`src/rtl/sqe_pkg.sv`:
```
`timescale 1ns / 1ps
// ---------------------------------------------------------------------------
// sqe_pkg
// Types and constants shared by the scalar quantizer encoder modules.
// ---------------------------------------------------------------------------
package sqe_pkg;

  localparam int unsigned SlotW = 8;
  localparam logic [3:0] NibbleMask = 4'h0F;
  localparam int unsigned NibbleShift = 4;

  typedef enum logic {
    OP_LOAD   = 1'b0,
    OP_ENCODE = 1'b1
  } opcode_e;

  typedef enum logic {
    REG_CODE_WIDTH = 1'b0,
    REG_DIM_COUNT  = 1'b1
  } reg_index_e;

  typedef enum logic [1:0] {
    ST_IDLE,
    ST_READ,
    ST_CMP,
    ST_DONE
  } search_state_e;

  typedef struct packed {
    logic        opcode;
    logic [6:0]  component;
    logic [7:0]  slot;
    logic [31:0] value;
  } in_item_t;

  typedef struct packed {
    logic [7:0] code_byte;
    logic [6:0] byte_index;
    logic       vector_last;
  } out_item_t;

  // Job handed from the front end to the search engine.
  typedef struct packed {
    logic [6:0]  component;
    logic [31:0] value;
    logic        wide;
    logic        last;
    logic        emit_even;
  } job_t;

  function automatic logic [31:0] order_key(input logic [31:0] x);
    logic [31:0] y;
    y = (x == 32'h8000_0000) ? 32'h0 : x;
    return y[31] ? ~y : (y | 32'h8000_0000);
  endfunction

  function automatic logic is_nan(input logic [31:0] x);
    return (x[30:23] == 8'hFF) && (x[22:0] != 23'h0);
  endfunction

endpackage

```
`src/rtl/sqe_front.sv`:
```
`timescale 1ns / 1ps
// ---------------------------------------------------------------------------
// sqe_front
// Classifies incoming words: loads, dropped encodes and search jobs.
// ---------------------------------------------------------------------------
module sqe_front
  import sqe_pkg::*;
#(
  parameter int unsigned MaxDim = 128
) (
  input  logic       in_valid_i,
  output logic       in_ready_o,
  input  in_item_t   in_data_i,
  input  logic       code_width_sel_i,
  input  logic [7:0] dim_count_i,
  input  logic       ram_busy_i,
  input  logic       job_ready_i,
  output logic       job_valid_o,
  output job_t       job_o,
  output logic       load_we_o
);
  localparam int unsigned DimCap = (MaxDim < 128) ? MaxDim : 128;
  logic [7:0] dims;
  logic       in_range, is_enc, comp_ok;

  always_comb begin
    dims = dim_count_i;
    if (dims == 8'd0) dims = 8'd1;
    if (dims > 8'(DimCap)) dims = 8'(DimCap);
  end

  assign is_enc   = (in_data_i.opcode == OP_ENCODE);
  assign in_range = {1'b0, in_data_i.component} < dims;
  assign comp_ok  = (32'(in_data_i.component) < MaxDim) && (in_data_i.slot != 8'hFF);

  // Loads share the memory port with the search, so they wait while it runs.
  assign in_ready_o  = is_enc ? (job_ready_i || !in_range) : !ram_busy_i;
  assign load_we_o   = in_valid_i && in_ready_o && !is_enc && comp_ok;
  assign job_valid_o = in_valid_i && is_enc && in_range;

  always_comb begin
    job_o.component = in_data_i.component;
    job_o.value     = in_data_i.value;
    job_o.wide      = code_width_sel_i;
    job_o.last      = ({1'b0, in_data_i.component} == dims - 8'd1);
    job_o.emit_even = 1'b0;
    job_o.emit_even = job_o.last;
  end
endmodule

```
`config.mk`:
```
export PLATFORM = sky130hd
export DESIGN_NAME = sqe_front
export DESIGN_NICKNAME = d
export VERILOG_FILES = /design/src/rtl/sqe_pkg.sv /design/src/rtl/sqe_front.sv
export SDC_FILE = /design/constraint.sdc
export NUM_CORES = 1
export LEC_CHECK = 0
export ABC_AREA = 1
export BUFFER_PORTS_ARGS = -buffer_cell sky130_fd_sc_hd__buf_2
export CORE_ASPECT_RATIO = 0.6
export CORE_UTILIZATION = 35
export DETAILED_ROUTE_END_ITERATION = 10
export PLACE_DENSITY = 0.9
export SETUP_SLACK_MARGIN = 0.5
export SLEW_MARGIN = 25
export SYNTH_ARGS = -nofsm -noshare
export SYNTH_HDL_FRONTEND = slang
export SYNTH_SLANG_ARGS = --single-unit
```
`constraint.sdc`:
```
create_clock -name vclk -period 2.8
set_clock_uncertainty 0.2 [all_clocks]
set_input_delay 0.28 -clock vclk [all_inputs]
set_output_delay 0.28 -clock vclk [all_outputs]
set_load 0.05 [all_outputs]
```
# Yosys cells after proc, flatten, opt, wreduce, memory -nomap -nowiden
# Cells that the tools add are included.
# word_totals
register_bits	0
out_inout_bits	45
in_bits	60
# classes
reduce_logical	10
n_eq_ne	2
n_addsub	1
mux	3
order_cmp	2
# ops
cell	count
8-bit 2-to-1 mux	2
7-bit by 8-bit == test with 1-bit output	1
8-bit greater-than comparator (second input constant)	1
8-bit zero test	1
7-bit by 8-bit < comparator with 1-bit output	1
8-bit inequality test (second input constant)	1
8-bit by 1-bit subtractor with 8-bit output (second input constant)	1
1-bit logical AND	5
1-bit zero test	3
1-bit logical OR	1
1-bit 2-to-1 mux	1

# Logic depth before layout (Yosys ltp)
# depth
word_depth	11
mapped_depth	13
ltp_nobuf	13

# Worst setup path before layout
# No wires, ideal clock.
# synth_timing
path_kind	input to output
startpoint	in dim_count_i[0]
endpoint	out job_o[1] in the netlist's numbering
t_required_ns	2.320
setup_slack_ns	-0.090
arrival_time_ns	2.410
stages	12
path_cell_list	nor2_1 > nand2_1 > o21ai_0 > nand2_1 > ha_1 > or2_2 > nand2_1 > xor2_1 > inv_1 > nand3_1 > nor2_1 > buf_4
# synth_rtl
element	line_no	source
from (decl)	sqe_front.sv:15	input logic [7:0] dim_count_i,
to (decl)	sqe_front.sv:19	output job_t job_o,

==> results.cfg <==
[place]
placed_cells = 151
finalWeightedCongestion = 0.800
hpwl_mm = 1.39
numPortBuffers = 39
placed_area_sq_um = 721

[timing]
maxSlewViolCount = 0
max_slew.worst_pin.slew_ns = 0.295
min_period_over_period_pct = 81.5
slew_headroom_pct = 80.1
hold_violations = 0
setup_viol = 0
tns_ns = 0
fmax_mhz = 438
post-route-min-period_ns = 2.28
rsz0062_at_grt = true

[critical_path]
worstSetupEndpointType = primary output
crit_type = in -> out
cp.arrival_ns = 1.80
crit_fanout = 4
crit_required_ns = 2.32
startpoint_type = input pin

[layout]
fin_area_sq_um = 858
synthToLayoutAreaGrowth_pct = 11.0
drive_gt1_share_pct = 52.8
ff_latch_area_sq_um = 0
clkbuf_count = 0
seq_cell_count = 0
diodes = 0
finalNonFillerCells = 155
nFillCells = 189
fin_nets = 197

[yosys]
yosys.area_share.simple_pct = 29.0
synth_top_family_by_area = buffers and inverters
synth_compound_area_share_pct = 5.18
synthesis.area_sq_um = 773
syn_nets = 193
synth_area_per_cell_sq_um = 6.19
synthAdderAreaFrac_pct = 12.9
yosys_warnings = 0
seq_area_frac_synth_pct = 0
yosysUniqueCellTypes = 19
synth-xor-area-share_pct = 6.80
postSynthCellCount = 125
synthMuxAreaShare_pct = 0

[global_route]
grt_antenna_before_repair = 0
grt_pass1_wl_mm = 2.28
gr-total-overflow = 0
grt_usage_pct = 11.7
grt_max_degree = 10
first_global_vias = 529

[floorplan]
die-area_sq_um = 2410
start_util_pct = 39.3
rows = 12
core_sq_um = 1970
ioPinCount = 105
die_w_microns = 62.7
chipHeight_microns = 38.4

[detailed_routing]
drc = 0
vias = 709
wl_mm = 1.66
wire_per_inst_microns = 10.7
dr.pass1.iters = 5
drt-initial-drc-count = 14
ant_nets = 0
viasPerCell = 4.57

[pwr]
total_power_uw = 161
p_per_area_nw_per_um2 = 187
ir_worst_vdd_mv = 0.0658
power.leakage_nw = 0.466

[cts]
holdBufCountCts = 0

[flow_run]
max_cap_viol_count = 0

[min_path]
hp-class = in -> out

[run_status]
status = finished clean
critical path: stages:
cell and delay, ns:
buf_2 0.11, nor2_2 0.09, nand2_1 0.07, o21ai_2 0.13
nand2_2 0.12, ha_4 0.19, or2_4 0.22, nand2_2 0.06
xor2_1 0.06, inv_1 0.07, nand3_2 0.08, nor2_4 0.15
buf_6 0.17
final cells by class:
cell class,count,area (sq um),share of cell area [%]
multi-input combinational,71,498,58.0
tap,28,35.0,4.08
timing repair buffer,43,277,32.2
inverter,13,48.8,5.69
cell usage after synthesis:
library cell | n | area share (%)
nand4_1 | 4 | 3.2
ha_1 | 8 | 13
xor2_1 | 5 | 5.7
inv_2 | 1 | 0.48
inv_1 | 12 | 5.8
nor3_1 | 1 | 0.65
buf_4 | 41 | 40
a21oi_1 | 2 | 1.3
a21o_1 | 1 | 0.97
nand3b_1 | 2 | 1.9
nand2_1 | 23 | 11
a22oi_1 | 1 | 0.97
nand2_2 | 1 | 0.81
xnor2_1 | 1 | 1.1
nand3_1 | 6 | 3.9
nor2_1 | 10 | 4.9
o21ai_0 | 3 | 1.9
nor2_2 | 1 | 0.81
or2_2 | 2 | 1.6
stage by stage:
step                worst slack [ns]  hold WS (ns)  utilization (%)
floorplan                      0.452         0.527                -
finish                         0.517         0.360             43.6
detailed placement             0.355         0.360             36.6
global route                   0.416         0.360             43.6
CTS                            0.501         0.360             37.9
global placement               0.406         0.360             36.6
per-layer routing:
metal | part of all wire [%] | up-vias | wire, microns | global-route usage (%)
met5 | 0 | - | 0 | 0
met2 | 42 | 48 | 688 | 15.8
met1 | 48 | 296 | 793 | 17.3
met3 | 9.7 | 4 | 161 | 4.17
li1 | - | 361 | - | -
met4 | 0.79 | 0 | 13 | 1.74
cell usage in the layout (no fill, tap or decap), types with 3 or more instances in the layout:
cell and count:
nor2_2 5, buf_6 5, nand2_1 18, ha_1 6, xor2_1 5, inv_1 10
nand4_1 4, nor2_1 4, nand2_2 6, buf_4 4, nand3_1 5, inv_2 3
buf_2 32
kinds of logic after synthesis:
kind of cell / Yosys count
AO/OA/AOI/OAI: 7
XOR/XNOR: 6
adder cells (fa/ha/maj): 8
AND/OR/NAND/NOR: 50
buffers and inverters: 54
report_power, final:
part / total, mW / internal (mW) / leakage, nW / switching (mW)
registers: 0 / 0 / 0 / 0
clock network: 0 / 0 / 0 / 0
logic: 0.161 / 0.0645 / 0.466 / 0.0960
total: 0.161 / 0.0645 / 0.466 / 0.0960
path summary, 6_finish.rpt:
kind | startpoint | to | cells after the start
max | dim_count_i[5] | job_o[1] | 13
min | in_data_i[8] | job_o[11] | 0
what timing repair did:
item                       CTS  global route
buffers inserted             1             3
resized for setup            6            27
pin swaps                    3            18
setup endpoints to repair    4             4
Note: power is estimated with default switching activity, not from simulation.
