===== config.mk =====
export PLATFORM = sky130hd
export DESIGN_NAME = sqe_back
export DESIGN_NICKNAME = d
export VERILOG_FILES = /design/src/rtl/sqe_pkg.sv /design/src/rtl/sqe_back.sv
export SDC_FILE = /design/constraint.sdc
export NUM_CORES = 1
export LEC_CHECK = 0
export BUFFER_PORTS_ARGS = -buffer_cell sky130_fd_sc_hd__buf_2
export CAP_MARGIN = 25
export CORE_MARGIN = 2
export CORE_UTILIZATION = 37
export DETAILED_ROUTE_END_ITERATION = 6
export PLACE_DENSITY = 0.54
export SYNTH_ARGS = -nofsm -noshare
export SYNTH_HDL_FRONTEND = slang
export SYNTH_SLANG_ARGS = --single-unit

===== constraint.sdc =====
create_clock -name clk_i -period 5.45 [get_ports clk_i]
set_input_delay 0 -clock clk_i [delete_from_list [all_inputs] [get_ports clk_i]]
set_output_delay 0 -clock clk_i [all_outputs]
set_load 0.01 [all_outputs]

===== src/rtl/sqe_pkg.sv =====
`timescale 1ns / 1ps
// ---------------------------------------------------------------------------
// sqe_pkg
// Types and constants shared by the scalar quantizer encoder modules.
// ---------------------------------------------------------------------------
package sqe_pkg;

  localparam int unsigned SlotW = 8;
  localparam logic [3:0] NibbleMask = 4'h0F;
  localparam int unsigned NibbleShift = 4;

  typedef enum logic {
    OP_LOAD   = 1'b0,
    OP_ENCODE = 1'b1
  } opcode_e;

  typedef enum logic {
    REG_CODE_WIDTH = 1'b0,
    REG_DIM_COUNT  = 1'b1
  } reg_index_e;

  typedef enum logic [1:0] {
    ST_IDLE,
    ST_READ,
    ST_CMP,
    ST_DONE
  } search_state_e;

  typedef struct packed {
    logic        opcode;
    logic [6:0]  component;
    logic [7:0]  slot;
    logic [31:0] value;
  } in_item_t;

  typedef struct packed {
    logic [7:0] code_byte;
    logic [6:0] byte_index;
    logic       vector_last;
  } out_item_t;

  // Job handed from the front end to the search engine.
  typedef struct packed {
    logic [6:0]  component;
    logic [31:0] value;
    logic        wide;
    logic        last;
    logic        emit_even;
  } job_t;

  function automatic logic [31:0] order_key(input logic [31:0] x);
    logic [31:0] y;
    y = (x == 32'h8000_0000) ? 32'h0 : x;
    return y[31] ? ~y : (y | 32'h8000_0000);
  endfunction

  function automatic logic is_nan(input logic [31:0] x);
    return (x[30:23] == 8'hFF) && (x[22:0] != 23'h0);
  endfunction

endpackage


===== src/rtl/sqe_back.sv =====
`timescale 1ns / 1ps
// ---------------------------------------------------------------------------
// sqe_back
// Upper-bound binary search over one dimension's boundaries, nibble packing
// and the output register.
// ---------------------------------------------------------------------------
module sqe_back
  import sqe_pkg::*;
(
  input  logic        clk_i,
  input  logic        rst_ni,
  input  logic        job_valid_i,
  output logic        job_ready_o,
  input  job_t        job_i,
  output logic        busy_o,
  output logic [6:0]  rd_comp_o,
  output logic [7:0]  rd_slot_o,
  input  logic [31:0] rd_data_i,
  output logic        out_valid_o,
  input  logic        out_ready_i,
  output out_item_t   out_data_o
);
  search_state_e state_q, state_d;
  job_t       job_q;
  logic [7:0] first_q, first_d, count_q, count_d;
  logic [3:0] held_q, held_d;
  logic       out_valid_q, out_valid_d;
  out_item_t  out_q, out_d;
  logic [7:0] half, pos, idx;
  logic       vge;

  assign half = count_q >> 1;
  assign pos  = first_q + half;
  assign vge  = !(order_key(job_q.value) < order_key(rd_data_i));
  assign rd_comp_o   = job_q.component;
  assign rd_slot_o   = pos;
  assign busy_o      = (state_q != ST_IDLE);
  assign job_ready_o = (state_q == ST_IDLE);
  assign out_valid_o = out_valid_q;
  assign out_data_o  = out_q;
  assign idx = first_q;

  always_comb begin
    state_d = state_q;
    case (state_q)
      ST_IDLE: if (job_valid_i) state_d = is_nan(job_i.value) ? ST_DONE : ST_READ;
      ST_READ: state_d = (count_q == 8'd0) ? ST_DONE : ST_CMP;
      ST_CMP:  state_d = ST_READ;
      ST_DONE: if (!out_valid_q || out_ready_i) state_d = ST_IDLE;
      default: state_d = ST_IDLE;
    endcase
  end

  always_comb begin
    first_d = first_q;
    count_d = count_q;
    held_d = held_q;
    out_valid_d = out_valid_q && !out_ready_i;
    out_d = out_q;
    case (state_q)
      ST_IDLE: begin
        first_d = 8'd0;
        count_d = job_i.wide ? 8'd255 : 8'd15;
        if (is_nan(job_i.value)) first_d = count_d;
      end
      ST_CMP: begin
        if (vge) begin
          first_d = pos + 8'd1;
          count_d = count_q - half - 8'd1;
        end else begin
          count_d = half;
        end
      end
      ST_DONE: begin
        if (!out_valid_q || out_ready_i) begin
          out_d.vector_last = job_q.last;
          if (job_q.wide) begin
            out_d.code_byte  = idx;
            out_d.byte_index = job_q.component;
            out_valid_d = 1'b1;
          end else if (!job_q.component[0]) begin
            held_d = idx[3:0] & NibbleMask;
            out_d.code_byte  = {4'h0, idx[3:0]};
            out_d.byte_index = job_q.component >> 1;
            out_valid_d = job_q.emit_even;
          end else begin
            out_d.code_byte  = {idx[3:0], held_q};
            out_d.byte_index = job_q.component >> 1;
            out_valid_d = 1'b1;
          end
        end
      end
      default: ;
    endcase
  end

  always_ff @(posedge clk_i or negedge rst_ni) begin
    if (!rst_ni) begin
      state_q <= ST_IDLE;
      held_q <= 4'h0;
      out_valid_q <= 1'b0;
      first_q <= 8'd0;
      count_q <= 8'd0;
    end else begin
      state_q <= state_d;
      held_q <= held_d;
      out_valid_q <= out_valid_d;
      first_q <= first_d;
      count_q <= count_d;
    end
  end

  always_ff @(posedge clk_i) begin
    out_q <= out_d;
    if (state_q == ST_IDLE && job_valid_i) job_q <= job_i;
  end
endmodule


Word-level counts from Yosys, hierarchy flattened
Cells that the tools add are included.

storage, ports and cells
  memories = 0
  word-level logic and storage cells = 67
  register bits after elaboration = 81
  bits in writable memories = 0
  bits in read-only memories = 0
  latch bits = 0

operators by class
  mux-type cells = 21
  add/subtract/negate cells = 4
  bitwise logic cells = 4
  reductions and logical operators = 15
  shift operators = 0
  $mul = 0
  divide/modulo/power cells = 0
  eq/ne operators = 9
  magnitude comparators = 1

operators with widths
  kind                                               number
  2-to-1 mux 32 bit                                  4
  == test 32 bit (second input constant)             2
  NOT 32 bit                                         2
  less-than comparator 32 bit                        1
  2-to-1 mux 8 bit                                   4
  case mux 8 bit (2 select lines)                    2
  2-to-1 mux 15 bit                                  2
  nonzero test 23 bit                                1
  adder 8 x 1 -> 8 bit (second input constant)       1
  adder 8 x 7 -> 8 bit                               1
  == test 8 bit (second input constant)              1
  logical NOT 8 bit                                  1
  case mux 2 bit (4 select lines)                    1
  subtractor 8 x 1 -> 8 bit (second input constant)  1
  subtractor 8 x 7 -> 8 bit                          1
  2-to-1 mux 2 bit                                   3
  != test 2 bit (second input constant)              3
  AND reduction 2 bit                                3
  2-to-1 mux 1 bit                                   5
  == test 2 bit (second input constant)              2
  AND reduction 4 bit                                1
  nonzero test 2 bit                                 2
  logical AND 1 bit                                  3
  == test 2 x 1 -> 1 bit (second input constant)     1
  other kinds (4)                                    6

Longest topological paths before layout
Gate-level depths: netlist of the first run.

  depth after elaboration = 7
  mapped depth = 16
  depth with buffers taken out = 12

Worst setup path after synthesis of the first run
OpenSTA, ideal clock, no wires.

  kind = reg2reg
  start = register job_q[27] (netlist name)
  end = register first_q[5]
  period minus slack after synthesis = 3.373 ns
  cell stages (with the launch flop) = 15
  path buffers = 2
  arrival = 3.273 ns
  setup time = 0.099 ns
  slack = 2.077 ns
  data required time = 5.351 ns
  cells stage by stage = edfxtp_1 > nor4b_1 > nand4_1 > nor2_1 > clkbuf_1 > nor2_1 > ha_1 > and4_1 > nor4b_1 > nand3_1 > a311oi_4 > o211ai_4 > and2_4 > buf_6 > a311oi_1

on the way
  longest elaborated chain between the ends = 7

ends and longest elaborated chain
  what                                      RTL line         source
  start: declaration                        sqe_back.sv:24   job_t job_q;
  start signal: assignment                  sqe_back.sv:115  if (state_q == ST_IDLE && job_valid_i) job_q <= job_i;
  == test 32 bit                            sqe_pkg.sv:53    y = (x == 32'h8000_0000) ? 32'h0 : x;
  2-to-1 mux 32 bit (*)                     sqe_pkg.sv:53
  NOT 32 bit                                sqe_pkg.sv:54    return y[31] ? ~y : (y | 32'h8000_0000);
  2-to-1 mux 32 bit (*)                     sqe_pkg.sv:54
  less-than comparator 32 bit (*)           sqe_back.sv:34   assign vge = !(order_key(job_q.value) < order_key(rd_data_i));
  != test 2 bit (no source line) (*)        --
  AND reduction 2 bit (no source line) (*)  --
  end signal: assignment                    sqe_back.sv:108  first_q <= first_d;
  end: declaration                          sqe_back.sv:25   logic [7:0] first_q, first_d, count_q, count_d;

Mark *: on every way between the ends. The rest lies on a longest branch, timed or not.
A chain may end at the register's enable or synchronous reset.

Final worst setup path of the first run
  start = register job_q[11] (netlist name)
  end = register first_q[0]

The elaborated chain is that of the path after synthesis.

==> flow_summary_export.csv, run 1 <==
group,metric,value,unit
logic_synthesis,ys_ff_latch,81,
clocking,htreeDepth,3,
logic_synthesis,synth-async-reset-ratio,28.4,%
drt,drt_first_pass_iters,4,
die,die_area,16400,um^2
critical_path,startpoint_type,"flop",
die,io_pins,112,
critical_path,worst_setup_path_end_kind,"flop",
critical_path,r2r-start,"job_q[11]",
logic_synthesis,synthTopCellsByCount,"edfxtp_1, nand2_1, nor2_1",
global_routing,grt_pass1_wl,23.2,mm
drt,post_drt_wl_per_cell,16.0,um
logic_synthesis,synth_seq_area_share,40.8,%
global_routing,grt_use_total,18.0,%
place,gp_congestion,0.813,
power_and_ir_drop,power_leakage,3.03,nW
logic_synthesis,synth_edf_count,58,
timing,final_hold_viol_count,0,
clocking,clock_latency,0.34,ns
timing,slew_violations,0,
drt,vias,4686,
logic_synthesis,syn-cell-area,5680,um^2
drt,postRouteAntennaNets,0,
global_routing,antenna_found_initial,0,
place,placed_area,6370,um^2
critical_path,r2r-end,"first_q[0]",
place,place.detailed.hpwl,10.8,mm
logic_synthesis,yosysWarnings,0,
timing,whs,0.196,ns
global_routing,grt_max_degree,34,
timing,rsz0062_at_grt,"false",
finish,drive_above_1_share,21.7,%
drt,drt_iter0_markers,270,
die,die_h,128,um
finish,num_antenna_cells,0,
place,io_buffers,111,
timing,setup_violations,0,
clocking,cts_buffer_depth,2,
clocking,clock-sinks,81,
timing,relSlewSlack,33.8,%
logic_synthesis,synth_top_area_share,30.7,%
logic_synthesis,synthCells,566,
finish,fin_util,47.5,%
timing,max_freq,250,MHz
critical_path,r2r_cells,13,
timing,period_share,73.4,%
critical_path,path_class,"reg2reg",
timing,worst_pin_slew,0.994,ns
global_routing,grt_pass1_vias,4776,
timing,min_period,4.00,ns
drt,postRouteWirelength,14.4,mm
clocking,numCtsBuffers,9,
logic_synthesis,synth_top_area_cell,"edfxtp_1",
job,max_cap_violations,0,
clocking,postCtsResizedCells,0,
finish,num-nets-final,835,
clocking,cts_root_buf,"clkbuf_16",
timing,setup_tns,0,ns
die,core-area,15100,um^2
finish,stdcell_area,7170,um^2
clocking,path_clk_slew,0.06,ns
die,die_w,128,um
logic_synthesis,netlist-cell-type-count,57,
logic_synthesis,synth.most_common_cell,"edfxtp_1",
logic_synthesis,avgSynthCellArea,10.0,um^2
logic_synthesis,synth_flop_cell,"edfxtp_1",
critical_path,worstPathRequired,5.67,ns
drt,vias_per_cell,5.21,
die,start_util,37.6,%
logic_synthesis,syn_nets,695,
clocking,tritoncts,"yes",
power_and_ir_drop,p_per_area,493,nW/um^2
critical_path,ff2ff_setup_slack,1.45,ns
finish,area_delta_synth_final,26.2,%
timing,fin_worst_skew,0.00665,ns
drt,drc,0,
logic_synthesis,yosys-top-cells-area,"edfxtp_1, ha_1, dfrtp_1, xnor2_1, xor2_1",
critical_path,arrival,4.21,ns
critical_path,crit_fanout,30,
power_and_ir_drop,peakVddDrop,0.000274,V
global_routing,grt_overflow,0,
die,row_count,45,
run_status,status,"complete, no violations",
worst_hold_path,hold_path.class,"in2async",
## layer usage
metal | vias up | wire length, um | global-route usage, %
li1 | 2348 | - | -
met1 | 2185 | 6410 | 22.0
met2 | 128 | 7100 | 32.1
met3 | 25 | 522 | 3.01
met4 | 0 | 348 | 6.08
met5 | - | 0 | 0
## flip-flops by register name (all words and copies together), names as in the netlist
| register | cells |
|---|---|
| state_q | 2 |
| out_valid_o | 1 |
| count_q | 8 |
| first_q | 8 |
| held_q | 4 |
| out_data_o | 16 |
| job_q | 35 |
| rd_comp_o | 7 |
## power breakdown
part,switching (mW),leakage (nW),internal [mW]
combinational,1.03,2.04,0.761
sequential,0.172,0.818,0.865
clock,0.248,0.172,0.453
total,1.45,3.03,2.08
## repair_timing
action                     in CTS  in global routing
buffers inserted                0                  0
hold endpoints to repair       68                  0
hold buffers                   45                  0
setup endpoints to repair       0                  0
## layout by cell type (no fill, tap or decap), types with 10 or more instances in the layout
cell type / Yosys / routed
buf_2: 5 / 111
nor2_1: 57 / 56
nor4_1: 19 / 19
a211oi_1: 13 / 13
o21ai_0: 20 / 20
dfrtp_1: 23 / 23
nand4_1: 16 / 16
xnor2_1: 41 / 41
nand2_1: 57 / 57
inv_1: 23 / 23
a21oi_1: 18 / 18
dlygate4sd3_1: 0 / 45
edfxtp_1: 58 / 58
xor2_1: 35 / 35
ha_1: 49 / 49
mux2_2: 10 / 10
## kinds of logic after synthesis
logic type,share of synthesized area (%)
AND/OR/NAND/NOR,15.5
buffers and inverters,4.41
flip-flops,40.8
adder cells (fa/ha/maj),11.5
XOR/XNOR,11.7
multiplexers,1.98
AO/OA/AOI/OAI,14.1
## final cells by class
type                            instances  area [um^2]
Timing Repair Buffer                  161         1060
Clock buffer                            9          225
Multi-Input combinational cell        429         3120
Inverter                               24         90.1
Tap cell                              188          235
Sequential cell                        81         2320
Fill cell                            1380         7920
Clock inverter                          7          124
## critical path, cell delays in order, from the launching register on
cell       delay, ns
edfxtp_1        0.42
nor4_1          0.43
nand4_1         0.21
nor2_1          0.13
buf_4           0.29
nor2_1          0.09
ha_1            0.32
a211oi_1        0.25
o21ai_0         0.12
a221oi_1        0.33
o211ai_1        0.20
o211ai_4        0.52
a2111oi_0       0.21
a311o_1         0.36
## worst max-delay path by stage
stage	startpoint	end	slack, ns	cells after the start
floorplan	job_q[27]	first_q[5]	2.08	14
global placement	rd_data_i[31]	first_q[1]	1.52	14
detailed placement	rd_data_i[31]	first_q[1]	1.37	14
CTS	job_q[11]	first_q[1]	1.44	13
global route	job_q[11]	first_q[0]	1.10	13
finish	job_q[11]	first_q[0]	1.45	13
## through the flow
step / setup WS, ns / power, mW / instances
floorplan: 2.08 / 2.30 / 566
global placement: 1.52 / 2.75 / 837
detailed placement: 1.37 / 2.81 / 838
CTS: 1.44 / 3.55 / 899
global route: 1.10 / 3.81 / 899
finish: 1.45 / 3.53 / 899
No activity file was read; power rests on OpenSTA's default activity.
==> inputs of run 2 (changes only) <==
- ABC_AREA: default -> 1
- PLACE_DENSITY: 0.54 -> 0.57
- clock period: 5.45 -> 3.6 ns (I/O delays scaled with it)
==> run 2 against run 1 <==
Compared with the run above:
- wire length down 7.9%
- synthesized area down 4.3%
- sequential power up 40%
- first-iteration DRC count down 21%
- non-clock buffer count down 1
- clock power up 25%
- critical endpoint is now count_q[0]
- clock skew up 0.0026 ns
- final area down 3.8%
- die area down 4.2%
==> flow_summary_export.csv, run 2 <==
group,metric,value,unit
finish,num-nets-final,903,
logic_synthesis,synth_flop_cell,"edfxtp_1",
worst_hold_path,holdPathStages,3,
logic_synthesis,synth_top_area_share,32.1,%
logic_synthesis,synth_edf_count,58,
timing,setup_tns,0,ns
global_routing,grt_overflow,0,
critical_path,arrival,3.46,ns
logic_synthesis,yosys-top-cells-area,"edfxtp_1, ha_1, dfrtp_1, xor2_1, nand2_1",
critical_path,crit_fanout,17,
drt,drt_iter0_markers,213,
global_routing,grt_pass1_wl,22.0,mm
clocking,tritoncts,"yes",
die,die_w,125,um
finish,layout_common_cells,"buf_2, nand2_1, nor2_1",
drt,drc,0,
finish,area_delta_synth_final,26.9,%
power_and_ir_drop,p_per_area,662,nW/um^2
die,die_h,125,um
critical_path,worstPathRequired,3.82,ns
clocking,numCtsBuffers,9,
global_routing,antenna_found_initial,0,
drt,vias,4590,
timing,period_share,90.1,%
critical_path,startpoint_type,"flop",
finish,num_antenna_cells,0,
die,core-area,14400,um^2
critical_path,r2r-start,"job_q[31]",
logic_synthesis,synthCells,622,
finish,largest_register_ffs,35,
logic_synthesis,avgSynthCellArea,8.74,um^2
timing,min_period,3.24,ns
timing,max_freq,308,MHz
worst_hold_path,holdPathEnd,"state_q[1]",
worst_hold_path,min_from,"job_valid_i",
drt,post_drt_wl_per_cell,13.8,um
run_status,status,"complete, no violations",
logic_synthesis,synth-async-reset-ratio,28.4,%
timing,slew_violations,0,
clocking,htreeDepth,3,
timing,setup_violations,0,
critical_path,worst_setup_path_end_kind,"flop",
die,io_pins,112,
global_routing,grt_use_total,17.0,%
critical_path,r2r-end,"count_q[0]",
die,start_util,37.7,%
clocking,clock-sinks,81,
place,place_inst,903,
logic_synthesis,syn-cell-area,5430,um^2
clocking,path_clk_slew,0.07,ns
logic_synthesis,synth_top_area_cell,"edfxtp_1",
logic_synthesis,yosysWarnings,0,
clocking,clock_latency,0.33,ns
place,io_buffers,111,
finish,multi_input_area,2750,um^2
clocking,cts_root_buf,"clkbuf_16",
timing,fin_worst_skew,0.00925,ns
finish,regArea,2320,um^2
place,gp_congestion,0.893,
power_and_ir_drop,total_power,4.57,mW
drt,drt_first_pass_iters,4,
drt,postRouteWirelength,13.2,mm
finish,top_register,"job_q",
logic_synthesis,synth_seq_area_share,42.6,%
place,place.detailed.hpwl,10.4,mm
timing,relSlewSlack,39.4,%
timing,final_hold_viol_count,0,
critical_path,path_class,"reg2reg",
global_routing,grt_pass1_vias,4822,
logic_synthesis,netlist-cell-type-count,39,
finish,final_common_cell,"buf_2",
logic_synthesis,ys_ff_latch,81,
power_and_ir_drop,peakVddDrop,0.000728,V
worst_hold_path,hold_path.class,"in2reg",
logic_synthesis,syn_nets,751,
critical_path,r2r_cells,22,
logic_synthesis,synth.most_common_cell,"nand2_1",
clocking,cts_buffer_depth,2,
die,row_count,44,
finish,fin_util,47.8,%
drt,vias_per_cell,4.77,
power_and_ir_drop,power_leakage,3.19,nW
die,die_area,15700,um^2
timing,worst_pin_slew,0.906,ns
finish,drive_above_1_share,19.8,%
clocking,post_cts_buffers,0,
finish,fill_cells,1389,
job,max_cap_violations,0,
global_routing,grt_max_degree,33,
logic_synthesis,synthTopCellsByCount,"nand2_1, nor2_1, inv_1",
critical_path,ff2ff_setup_slack,0.36,ns
drt,postRouteAntennaNets,0,
timing,rsz0062_at_grt,"false",
finish,instances_no_fill,963,
run 2: how the worst max path moves through the flow:
stage                     startpoint         end  cells past startpoint
after floorplan            job_q[34]  first_q[6]                     22
after global placement     job_q[31]  first_q[0]                     21
after detailed placement   job_q[31]  first_q[3]                     22
after CTS                  job_q[31]  count_q[0]                     22
after global routing       job_q[31]  first_q[2]                     22
final                      job_q[31]  count_q[0]                     22
run 2: timing repair:
action / in CTS / in global routing
gates resized for setup: 0 / 1
endpoints found under the setup margin: 0 / 1
hold buffers: 44 / 0
hold endpoints to repair: 67 / 0
run 2: layout make-up:
type,instances,share of cell area [%]
clock buffer,9,3.27
timing repair buffer,160,15.0
tap,184,3.34
multi-input combinational,449,39.9
sequential,81,33.6
clock inverter,7,0.907
inverter,73,3.97
run 2: per-layer routing:
layer / global-route usage (%) / vias to the layer above / part of all wire (%)
met2: 31.0 / 108 / 50
met3: 2.52 / 21 / 4.2
met4: 4.90 / 0 / 1.7
met5: 0 / - / 0
li1: - / 2359 / -
met1: 20.9 / 2102 / 44
run 2: worst max-delay path, stage by stage, from the launching register on:
cell and delay, ns:
edfxtp_1 0.42, inv_1 0.07, nand2_1 0.05, nor2_1 0.13
nand2_1 0.09, nor2_1 0.10, nand2_1 0.14, nand2_8 0.19
inv_2 0.16, nor2_1 0.12, a21oi_1 0.06, ha_1 0.30
nand2_1 0.08, nor2_1 0.05, a211oi_1 0.24, o221a_2 0.23
nand2_1 0.06, nand2_2 0.12, nand2_4 0.11, inv_1 0.17
nor2_1 0.06, nor2_1 0.11, nor2_1 0.07
run 2: through the flow:
step	hold slack (ns)	setup WS, ns	instance area, um^2
after floorplan	-0.296	0.527	5430
after global placement	0.0247	0.472	6160
after detailed placement	0.0358	0.343	6160
after CTS	0.0255	0.326	6890
after global routing	0.0525	0.0209	6900
final	0.0293	0.355	6900
run 2: cell families (layout without fill, tap and decap cells):
| group | after synthesis | in the layout | synth area share (%) |
|---|---|---|---|
| simple gates | 244 | 244 | 19.2 |
| compound gates | 95 | 95 | 9.49 |
| buf+inv | 92 | 249 | 7.11 |
| flops | 81 | 81 | 42.6 |
| xor+xnor | 59 | 59 | 9.51 |
| fa+ha+maj | 51 | 51 | 12.0 |
run 2: power by group:
part / internal (mW) / switching (mW)
Clock: 0.479 / 0.398
Combinational: 0.854 / 1.38
Sequential: 1.28 / 0.174
Total: 2.62 / 1.95
